[config.mk]
export PLATFORM = sky130hd
export DESIGN_NAME = array_list_engine
export DESIGN_NICKNAME = d
export VERILOG_FILES = /design/src/sv/ale_pkg.sv /design/src/sv/array_list_engine.sv /design/src/sv/ale_store.sv /design/src/sv/ale_cmp.sv
export SDC_FILE = /design/constraint.sdc
export NUM_CORES = 2
export LEC_CHECK = 0
export BUFFER_PORTS_ARGS = -buffer_cell sky130_fd_sc_hd__clkbuf_2
export CAP_MARGIN = 20
export CORE_MARGIN = 2
export CORE_UTILIZATION = 30
export DETAILED_ROUTE_END_ITERATION = 8
export HOLD_SLACK_MARGIN = 0.02
export PLACE_DENSITY = 0.55
export REMOVE_ABC_BUFFERS = 1
export SYNTH_ARGS = -nofsm -noshare
export SYNTH_HDL_FRONTEND = slang
export SYNTH_SLANG_ARGS = --single-unit
[constraint.sdc]
create_clock -name i_clk -period 15.5 [get_ports i_clk]
set_input_delay 2.325 -clock i_clk [delete_from_list [all_inputs] [get_ports i_clk]]
set_output_delay 2.325 -clock i_clk [all_outputs]
set_load 0.005 [all_outputs]
[src/sv/ale_pkg.sv]
`timescale 1ns / 1ps
// ale_pkg: field widths, command and status codes, compare result type.
// No dependencies; used by every module of the array list engine.
package ale_pkg;

    localparam int ACT_W = 4;
    localparam int VAL_W = 32;
    localparam int POS_W = 8;
    localparam int ST_W  = 3;
    localparam int FP_W  = 7;
    localparam int CNT_W = 7;

    localparam logic [ACT_W-1:0] ACT_APPEND  = 4'd0;
    localparam logic [ACT_W-1:0] ACT_INS_POS = 4'd1;
    localparam logic [ACT_W-1:0] ACT_DEL_POS = 4'd2;
    localparam logic [ACT_W-1:0] ACT_INS_KEY = 4'd3;
    localparam logic [ACT_W-1:0] ACT_DEL_KEY = 4'd4;
    localparam logic [ACT_W-1:0] ACT_ORD_INS = 4'd5;
    localparam logic [ACT_W-1:0] ACT_SEARCH  = 4'd6;
    localparam logic [ACT_W-1:0] ACT_RD_POS  = 4'd7;
    localparam logic [ACT_W-1:0] ACT_CLEAR   = 4'd8;
    localparam logic [ACT_W-1:0] ACT_DUMP    = 4'd9;

    localparam logic [ST_W-1:0] ST_OK       = 3'd0;
    localparam logic [ST_W-1:0] ST_NOTFOUND = 3'd1;
    localparam logic [ST_W-1:0] ST_BADPOS   = 3'd2;
    localparam logic [ST_W-1:0] ST_FULL     = 3'd3;
    localparam logic [ST_W-1:0] ST_PRESENT  = 3'd4;
    localparam logic [ST_W-1:0] ST_EMPTY    = 3'd5;

    typedef struct packed {
        logic eq;   // a == b
        logic gt;   // a > b, signed
    } t_cmp_res;

endpackage

[src/sv/array_list_engine.sv]
`timescale 1ns / 1ps
// array_list_engine: packed list of signed words under a command sequencer.
// Depends on ale_pkg, ale_store (element memory) and ale_cmp (compare unit).
//
//  channel | valid   | stall   | beat payload
//  --------+---------+---------+-------------------------------------------------
//  command | i_valid | o_stall | i_action, i_value, i_position
//  result  | o_valid | i_stall | o_status, o_found_position, o_data, o_count, o_last
//
// Datapath: every command runs through one memory port pair and one compare unit.
// A key scan spends a read and a compare state per element visited, a shift a read
// and a write state per element moved, plus setup and result states; append writes
// the value with no shift, a positional insert or delete shifts the list from the
// position on, and a key insert that misses scans, then shifts the whole list. A
// reverse dump runs fetch, load and out per beat, as the memory read is registered.
// Reset: synchronous, active low; clears r_state, r_count, r_k, r_dump, r_last,
// r_status and r_fp; the memory holds garbage until written. o_stall is high while
// a command is in work; a stalled result beat holds and the sequencer waits on it.
module array_list_engine #(
    parameter int CAPACITY = 64
) (
    input  logic                      i_clk,
    input  logic                      i_rst_n,
    input  logic                      i_valid,
    output logic                      o_stall,
    input  logic [ale_pkg::ACT_W-1:0] i_action,
    input  logic signed [ale_pkg::VAL_W-1:0] i_value,
    input  logic [ale_pkg::POS_W-1:0] i_position,
    output logic                      o_valid,
    input  logic                      i_stall,
    output logic [ale_pkg::ST_W-1:0]  o_status,
    output logic [ale_pkg::FP_W-1:0]  o_found_position,
    output logic signed [ale_pkg::VAL_W-1:0] o_data,
    output logic [ale_pkg::CNT_W-1:0] o_count,
    output logic                      o_last
);
    import ale_pkg::*;

    localparam int AW = (CAPACITY > 1) ? $clog2(CAPACITY) : 1;
    localparam int CW = $clog2(CAPACITY + 1);

    typedef enum logic [3:0] {
        S_IDLE,
        S_SCAN_RD,   // issue read of element r_k, or finish a miss
        S_SCAN_CMP,  // compare element r_k against the key
        S_UP_RD,     // insert: read r_k-1 for the upward shift
        S_UP_WR,     // insert: write it to r_k
        S_PUT,       // insert: drop the value into the hole
        S_DN_RD,     // remove: read r_k+1
        S_DN_WR,     // remove: write it to r_k
        S_FETCH,     // read for read-position and dump
        S_LOAD,      // latch read data into the result
        S_OUT        // result beat on the port
    } t_state;

    t_state r_state;

    logic [CW-1:0]    r_count;
    logic [CW-1:0]    r_k;
    logic [AW-1:0]    r_idx;
    logic [ACT_W-1:0] r_action;
    logic [VAL_W-1:0] r_value;
    logic             r_dump;
    logic [ST_W-1:0]  r_status;
    logic [FP_W-1:0]  r_fp;
    logic [VAL_W-1:0] r_data;
    logic             r_last;

    logic [CW-1:0]    k_dec;
    logic [CW-1:0]    k_inc;
    logic             full;
    logic             pos_ok;
    logic             accept;
    logic             out_take;

    logic             mem_we;
    logic [AW-1:0]    mem_waddr;
    logic [VAL_W-1:0] mem_wdata;
    logic [AW-1:0]    mem_raddr;
    logic [VAL_W-1:0] mem_rdata;
    t_cmp_res         cmp;

    ale_store #(
        .DEPTH (CAPACITY),
        .AW    (AW)
    ) u_store (
        .i_clk   (i_clk),
        .i_we    (mem_we),
        .i_waddr (mem_waddr),
        .i_wdata (mem_wdata),
        .i_raddr (mem_raddr),
        .o_rdata (mem_rdata)
    );

    // the one compare unit: stored element against the latched key
    ale_cmp u_cmp (
        .i_a   (mem_rdata),
        .i_b   (r_value),
        .o_res (cmp)
    );

    assign k_dec    = r_k - CW'(1);
    assign k_inc    = r_k + CW'(1);
    assign full     = (r_count == CW'(CAPACITY));
    // position is 1-based and must land inside the current list
    assign pos_ok   = (i_position != '0) && (i_position <= POS_W'(r_count));
    assign o_stall  = (r_state != S_IDLE);
    assign accept   = i_valid && !o_stall;
    assign o_valid  = (r_state == S_OUT);
    assign out_take = o_valid && !i_stall;

    assign o_status         = r_status;
    assign o_found_position = r_fp;
    assign o_data           = r_data;
    assign o_count          = CNT_W'(r_count);
    assign o_last           = r_last;

    // memory port steering from the sequencer state
    always_comb begin
        mem_we    = 1'b0;
        mem_waddr = r_k[AW-1:0];
        mem_wdata = mem_rdata;
        mem_raddr = r_k[AW-1:0];
        case (r_state)
            S_UP_RD: mem_raddr = k_dec[AW-1:0];
            S_DN_RD: mem_raddr = k_inc[AW-1:0];
            S_UP_WR: mem_we = 1'b1;
            S_DN_WR: mem_we = 1'b1;
            S_PUT: begin
                mem_we    = 1'b1;
                mem_waddr = r_idx;
                mem_wdata = r_value;
            end
            default: ;
        endcase
    end

    always_ff @(posedge i_clk) begin
        if (!i_rst_n) begin
            r_state  <= S_IDLE;
            r_count  <= '0;
            r_k      <= '0;
            r_dump   <= 1'b0;
            r_last   <= 1'b0;
            r_status <= ST_OK;
            r_fp     <= '0;
        end else begin
            unique case (r_state)
                S_IDLE: begin
                    if (accept) begin
                        r_action <= i_action;
                        r_value  <= i_value;
                        r_status <= ST_OK;
                        r_fp     <= '0;
                        r_data   <= '0;
                        r_last   <= 1'b1;
                        r_dump   <= 1'b0;
                        r_k      <= r_count;
                        unique case (i_action) inside
                            ACT_APPEND: begin
                                if (full) begin
                                    r_status <= ST_FULL;
                                    r_state  <= S_OUT;
                                end else begin
                                    r_idx   <= r_count[AW-1:0];
                                    r_state <= S_UP_RD;
                                end
                            end
                            ACT_INS_POS: begin
                                // bad position wins over a full list
                                if (!pos_ok) begin
                                    r_status <= ST_BADPOS;
                                    r_state  <= S_OUT;
                                end else if (full) begin
                                    r_status <= ST_FULL;
                                    r_state  <= S_OUT;
                                end else begin
                                    r_idx   <= AW'(i_position - POS_W'(1));
                                    r_state <= S_UP_RD;
                                end
                            end
                            ACT_DEL_POS: begin
                                if (!pos_ok) begin
                                    r_status <= ST_BADPOS;
                                    r_state  <= S_OUT;
                                end else begin
                                    r_k     <= CW'(i_position - POS_W'(1));
                                    r_state <= S_DN_RD;
                                end
                            end
                            ACT_INS_KEY, ACT_DEL_KEY, ACT_SEARCH: begin
                                r_k     <= '0;
                                r_state <= S_SCAN_RD;
                            end
                            ACT_ORD_INS: begin
                                if (full) begin
                                    r_status <= ST_FULL;
                                    r_state  <= S_OUT;
                                end else begin
                                    r_k     <= '0;
                                    r_state <= S_SCAN_RD;
                                end
                            end
                            ACT_RD_POS: begin
                                if (!pos_ok) begin
                                    r_status <= ST_BADPOS;
                                    r_state  <= S_OUT;
                                end else begin
                                    r_k     <= CW'(i_position - POS_W'(1));
                                    r_state <= S_FETCH;
                                end
                            end
                            ACT_CLEAR: begin
                                r_count <= '0;
                                r_state <= S_OUT;
                            end
                            ACT_DUMP: begin
                                if (r_count == '0) begin
                                    r_status <= ST_EMPTY;
                                    r_state  <= S_OUT;
                                end else begin
                                    r_dump  <= 1'b1;
                                    r_k     <= r_count - CW'(1);
                                    r_state <= S_FETCH;
                                end
                            end
                            default: r_state <= S_OUT;  // unused codes: no-op
                        endcase
                    end
                end

                S_SCAN_RD: begin
                    if (r_k == r_count) begin
                        // ran off the end without a hit
                        unique case (r_action) inside
                            ACT_INS_KEY: begin
                                if (full) begin
                                    r_status <= ST_FULL;
                                    r_state  <= S_OUT;
                                end else begin
                                    r_idx   <= '0;
                                    r_state <= S_UP_RD;
                                end
                            end
                            ACT_ORD_INS: begin
                                r_idx   <= r_count[AW-1:0];
                                r_state <= S_UP_RD;
                            end
                            default: begin
                                r_status <= ST_NOTFOUND;
                                r_state  <= S_OUT;
                            end
                        endcase
                    end else begin
                        r_state <= S_SCAN_CMP;
                    end
                end

                S_SCAN_CMP: begin
                    if (r_action == ACT_ORD_INS) begin
                        // first strictly larger element: place before it
                        if (cmp.gt) begin
                            r_idx   <= r_k[AW-1:0];
                            r_k     <= r_count;
                            r_state <= S_UP_RD;
                        end else begin
                            r_k     <= k_inc;
                            r_state <= S_SCAN_RD;
                        end
                    end else if (cmp.eq) begin
                        r_fp <= FP_W'(r_k) + FP_W'(1);
                        unique case (r_action) inside
                            ACT_INS_KEY: begin
                                r_status <= ST_PRESENT;
                                r_state  <= S_OUT;
                            end
                            ACT_DEL_KEY: r_state <= S_DN_RD;
                            default: begin
                                r_data  <= r_value;
                                r_state <= S_OUT;
                            end
                        endcase
                    end else begin
                        r_k     <= k_inc;
                        r_state <= S_SCAN_RD;
                    end
                end

                S_UP_RD: begin
                    if (r_k == CW'(r_idx)) begin
                        r_state <= S_PUT;
                    end else begin
                        r_state <= S_UP_WR;
                    end
                end

                S_UP_WR: begin
                    r_k     <= k_dec;
                    r_state <= S_UP_RD;
                end

                S_PUT: begin
                    r_count <= r_count + CW'(1);
                    r_state <= S_OUT;
                end

                S_DN_RD: begin
                    // stop once r_k is the last element
                    if ({1'b0, k_inc} >= {1'b0, r_count}) begin
                        r_count <= r_count - CW'(1);
                        r_state <= S_OUT;
                    end else begin
                        r_state <= S_DN_WR;
                    end
                end

                S_DN_WR: begin
                    r_k     <= k_inc;
                    r_state <= S_DN_RD;
                end

                S_FETCH: r_state <= S_LOAD;

                S_LOAD: begin
                    r_data  <= mem_rdata;
                    r_last  <= !r_dump || (r_k == '0);
                    r_state <= S_OUT;
                end

                S_OUT: begin
                    if (out_take) begin
                        if (r_dump && !r_last) begin
                            r_k     <= k_dec;
                            r_state <= S_FETCH;
                        end else begin
                            r_state <= S_IDLE;
                        end
                    end
                end

                default: r_state <= S_IDLE;
            endcase
        end
    end

endmodule

[src/sv/ale_store.sv]
`timescale 1ns / 1ps
// ale_store: element memory, one write port, one read port, registered read data.
// Depends on ale_pkg for the word width.
module ale_store #(
    parameter int DEPTH = 64,
    parameter int AW    = 6
) (
    input  logic                      i_clk,
    input  logic                      i_we,
    input  logic [AW-1:0]             i_waddr,
    input  logic [ale_pkg::VAL_W-1:0] i_wdata,
    input  logic [AW-1:0]             i_raddr,
    output logic [ale_pkg::VAL_W-1:0] o_rdata
);
    import ale_pkg::*;

    logic [VAL_W-1:0] r_mem [DEPTH];
    logic [VAL_W-1:0] r_rdata;

    always_ff @(posedge i_clk) begin
        if (i_we) begin
            r_mem[i_waddr] <= i_wdata;
        end
        r_rdata <= r_mem[i_raddr];
    end

    assign o_rdata = r_rdata;

endmodule

[src/sv/ale_cmp.sv]
`timescale 1ns / 1ps
// ale_cmp: shared compare unit, equality and signed greater-than on one word pair.
// Depends on ale_pkg for the word width and the result struct.
module ale_cmp (
    input  logic [ale_pkg::VAL_W-1:0] i_a,
    input  logic [ale_pkg::VAL_W-1:0] i_b,
    output ale_pkg::t_cmp_res         o_res
);
    import ale_pkg::*;

    always_comb begin
        o_res.eq = (i_a == i_b);
        o_res.gt = ($signed(i_a) > $signed(i_b));
    end

endmodule
==> impl_metrics.env <==
export IMPL_leakage_nw=32.4
export IMPL_power_share_clock_pct=29.0
export IMPL_vias=54800
export IMPL_grt_max_degree=155
export IMPL_relSlewSlack_pct=11.5
export IMPL_grt_remaining_overflow=0
export IMPL_fin_area_mm2=0.101
export IMPL_postCtsSetupBuffers=0
export IMPL_seq_power_share_pct=42.3
export IMPL_post_dp_cell_area_mm2=0.0938
export IMPL_drive_gt1_share_pct=14.1
export IMPL_grt_pass1_wl_mm=400
export IMPL_layout_commonest_cell="edfxtp_1"
export IMPL_initial_core_util_pct=30.2
export IMPL_period_share_pct=44.4
export IMPL_viasPerCell=5.39
export IMPL_maxCapViolations=0
export IMPL_setup_viol=0
export IMPL_drt_initial_drc_count=7482
export IMPL_rows=198
export IMPL_setup_worst_path_start_class="flip-flop"
export IMPL_dp_hpwl_mm=156
export IMPL_die_y_um=545
export IMPL_finalPower_mw=18.1
export IMPL_rsz0062_at_grt="false"
export IMPL_drc=0
export IMPL_post_cts_resized=0
export IMPL_ys_flop_type="edfxtp_1"
export IMPL_ys_types=92
export IMPL_cp_max_fo=104
export IMPL_min_from="o_found_position[6]"
export IMPL_io_pins=100
export IMPL_cts_tree="done"
export IMPL_rr_worst_depth=14
export IMPL_report_final_slew_viol_count=0
export IMPL_clk_pin_slew_ns=0.06
export IMPL_nets=6151
export IMPL_clock_fmax_mhz=145
export IMPL_final_cell_mix="edfxtp_1 (2122), nand2_1 (964), nor2_1 (332)"
export IMPL_syn_area_per_cell_um2=14.8
export IMPL_grt_util_all_layers_pct=18.8
export IMPL_syn2layout_area_growth_pct=15.0
export IMPL_powerDensity_mw_per_mm2=180
export IMPL_cts_buffer_depth=3
export IMPL_cts_root_buf="clkbuf_16"
export IMPL_n_fill_cell=27700
export IMPL_p_comb_share_pct=28.7
export IMPL_hp_class="reg2reg"
export IMPL_yosys_warnings=0
export IMPL_tightest_slew_ns=1.33
export IMPL_worst_hold_path_num_cells=2
export IMPL_die_w_um=545
export IMPL_grt_pass1_vias=51800
export IMPL_wire_per_inst_um=28.2
export IMPL_synth_edf_count=2122
export IMPL_syn_cell_area_mm2=0.0878
export IMPL_coreArea_mm2=0.291
export IMPL_intPower_mw=11.8
export IMPL_end_kind="flip-flop"
export IMPL_ir_drop_mv=0.134
export IMPL_clock_latency_ns=0.88
export IMPL_htreeDepth=4
export IMPL_ys_ff_latch=2184
export IMPL_yosysSeqAreaShare_pct=74.0
export IMPL_min_to="o_found_position[6]"
export IMPL_status="finished clean"
export IMPL_globalplace_congestion=0.847
export IMPL_reg2reg_from="r_k[1]"
export IMPL_numCtsBuffers=219
export IMPL_cp_data_required_time_ns=16.25
export IMPL_dieArea_mm2=0.297
export IMPL_power_switching_mw=6.31
export IMPL_cp_arrival_ns=7.64
export IMPL_period_minus_slack_ns=6.89
export IMPL_antenna_found_initial=26
export IMPL_synth_async_reset_ratio_pct=0
export IMPL_wl_mm=287
export IMPL_worstSetupPathType="reg2reg"
export IMPL_timing_final_ws_setup_ns=8.61
export IMPL_portBuffers=99
export IMPL_tns_ns=0
export IMPL_finClkSkew_ns=0.0517
export IMPL_rrSetupSlack_ns=8.61
export IMPL_postCtsHoldBufs=0
export IMPL_whs_ns=0.480
export IMPL_reg2reg_to="u_store.o_rdata[7]"
export IMPL_antenna_left=0
export IMPL_swShare_pct=34.8
export IMPL_first_pass_iters=6
export IMPL_final_hold_violation_count=0
export IMPL_netlist_instances=5934
export IMPL_cts_sinks=2184
export IMPL_post_place_ws_ns=8.66
-- routing by layer --
| layer | GRT usage [%] | part of all wire [%] | routed length [µm] |
|---|---|---|---|
| met1 | 25.1 | 40 | 115000 |
| met2 | 29.2 | 45 | 130000 |
| met3 | 3.88 | 9.6 | 27500 |
| met4 | 8.98 | 4.9 | 14100 |
| met5 | 0 | 0.026 | 75 |
-- cell usage after synthesis, drive strengths merged, types with 20 or more instances --
| master | instances | area (µm²) |
|---|---|---|
| a31oi | 100 | 626 |
| nand3 | 304 | 1540 |
| ha | 52 | 651 |
| dfxtp | 62 | 1240 |
| and3 | 106 | 663 |
| xnor2 | 20 | 175 |
| a311oi | 38 | 333 |
| nand2b | 21 | 131 |
| a21oi | 147 | 736 |
| mux4 | 138 | 3110 |
| clkbuf | 178 | 669 |
| a211oi | 93 | 703 |
| o211ai | 34 | 255 |
| nor4 | 39 | 256 |
| edfxtp | 2122 | 63700 |
| a32oi | 153 | 1340 |
| buf | 203 | 1100 |
| o22ai | 39 | 244 |
| nor2 | 405 | 1540 |
| nand2 | 968 | 3640 |
| nor3 | 37 | 195 |
| o21ai | 216 | 1080 |
| mux2i | 155 | 1550 |
| inv | 55 | 206 |
| o32ai | 32 | 288 |
-- power by group through the flow --
stage / clock, mW / combinational (mW) / sequential (mW)
2_1_floorplan: 0 / 3.43 / 7.82
3_3_place_gp: 0 / 5.05 / 7.79
3_5_place_dp: 0 / 5.12 / 7.79
4_1_cts: 5.33 / 5.14 / 7.66
5_1_grt: 5.55 / 5.52 / 7.67
6_report: 5.26 / 5.20 / 7.67
-- sequential cells by signal (all words and copies together) (netlist names), 6 cells and up --
register,count
r_k,7
u_store.o_rdata,32
r_idx,6
u_store.r_mem,2048
o_data,32
o_found_position,7
r_value,32
o_count,7
-- cell type report --
class / instances / area, µm² / area share [%]
well taps: 3900 / 4880 / 4.83
diodes: 28 / 70.1 / 0.0694
inverters: 55 / 206 / 0.204
clock inverters: 130 / 1290 / 1.28
flip-flops and latches: 2184 / 65000 / 64.3
clock buffers: 281 / 5810 / 5.75
repair buffers: 277 / 1920 / 1.90
multi-input cells: 3314 / 21900 / 21.7
-- worst max-delay path by stage --
stage                 from                  end  slack [ns]  cells past startpoint
floorplan           r_k[1]  u_store.o_rdata[30]        0.51                     10
global placement    r_k[1]  u_store.o_rdata[31]        8.77                     15
detailed placement  r_k[1]   u_store.o_rdata[7]        8.66                     14
CTS                 r_k[1]   u_store.o_rdata[7]        8.69                     14
global route        r_k[1]  u_store.o_rdata[24]        8.28                     15
finish              r_k[1]   u_store.o_rdata[7]        8.61                     14
-- metrics by stage --
stage                     utilization (%)  cells
after floorplan                         -   5553
final                                34.7  10200
after detailed placement             32.2   9728
after global placement               32.2   9726
after CTS                            34.7  10100
after global routing                 34.7  10200
-- cells by family after synthesis --
group | share of synthesized area (%)
compound gates | 7.51
simple gates | 9.77
flops | 74.0
xor+xnor | 0.371
mux | 5.37
buf+inv | 2.25
fa+ha+maj | 0.741
-- worst max-delay path: stages, from the launching register on --
cell	delay, ns
dfxtp_1	0.75
inv_1	0.30
ha_1	0.48
nor3b_1	0.43
o21ai_4	0.09
buf_4	0.26
buf_4	0.34
nand2_8	0.69
buf_4	0.76
buf_4	0.77
buf_4	0.73
mux4_2	0.42
o211ai_1	0.19
a32oi_1	0.13
and3_1	0.24
Note: power is estimated with default switching activity, not from simulation.
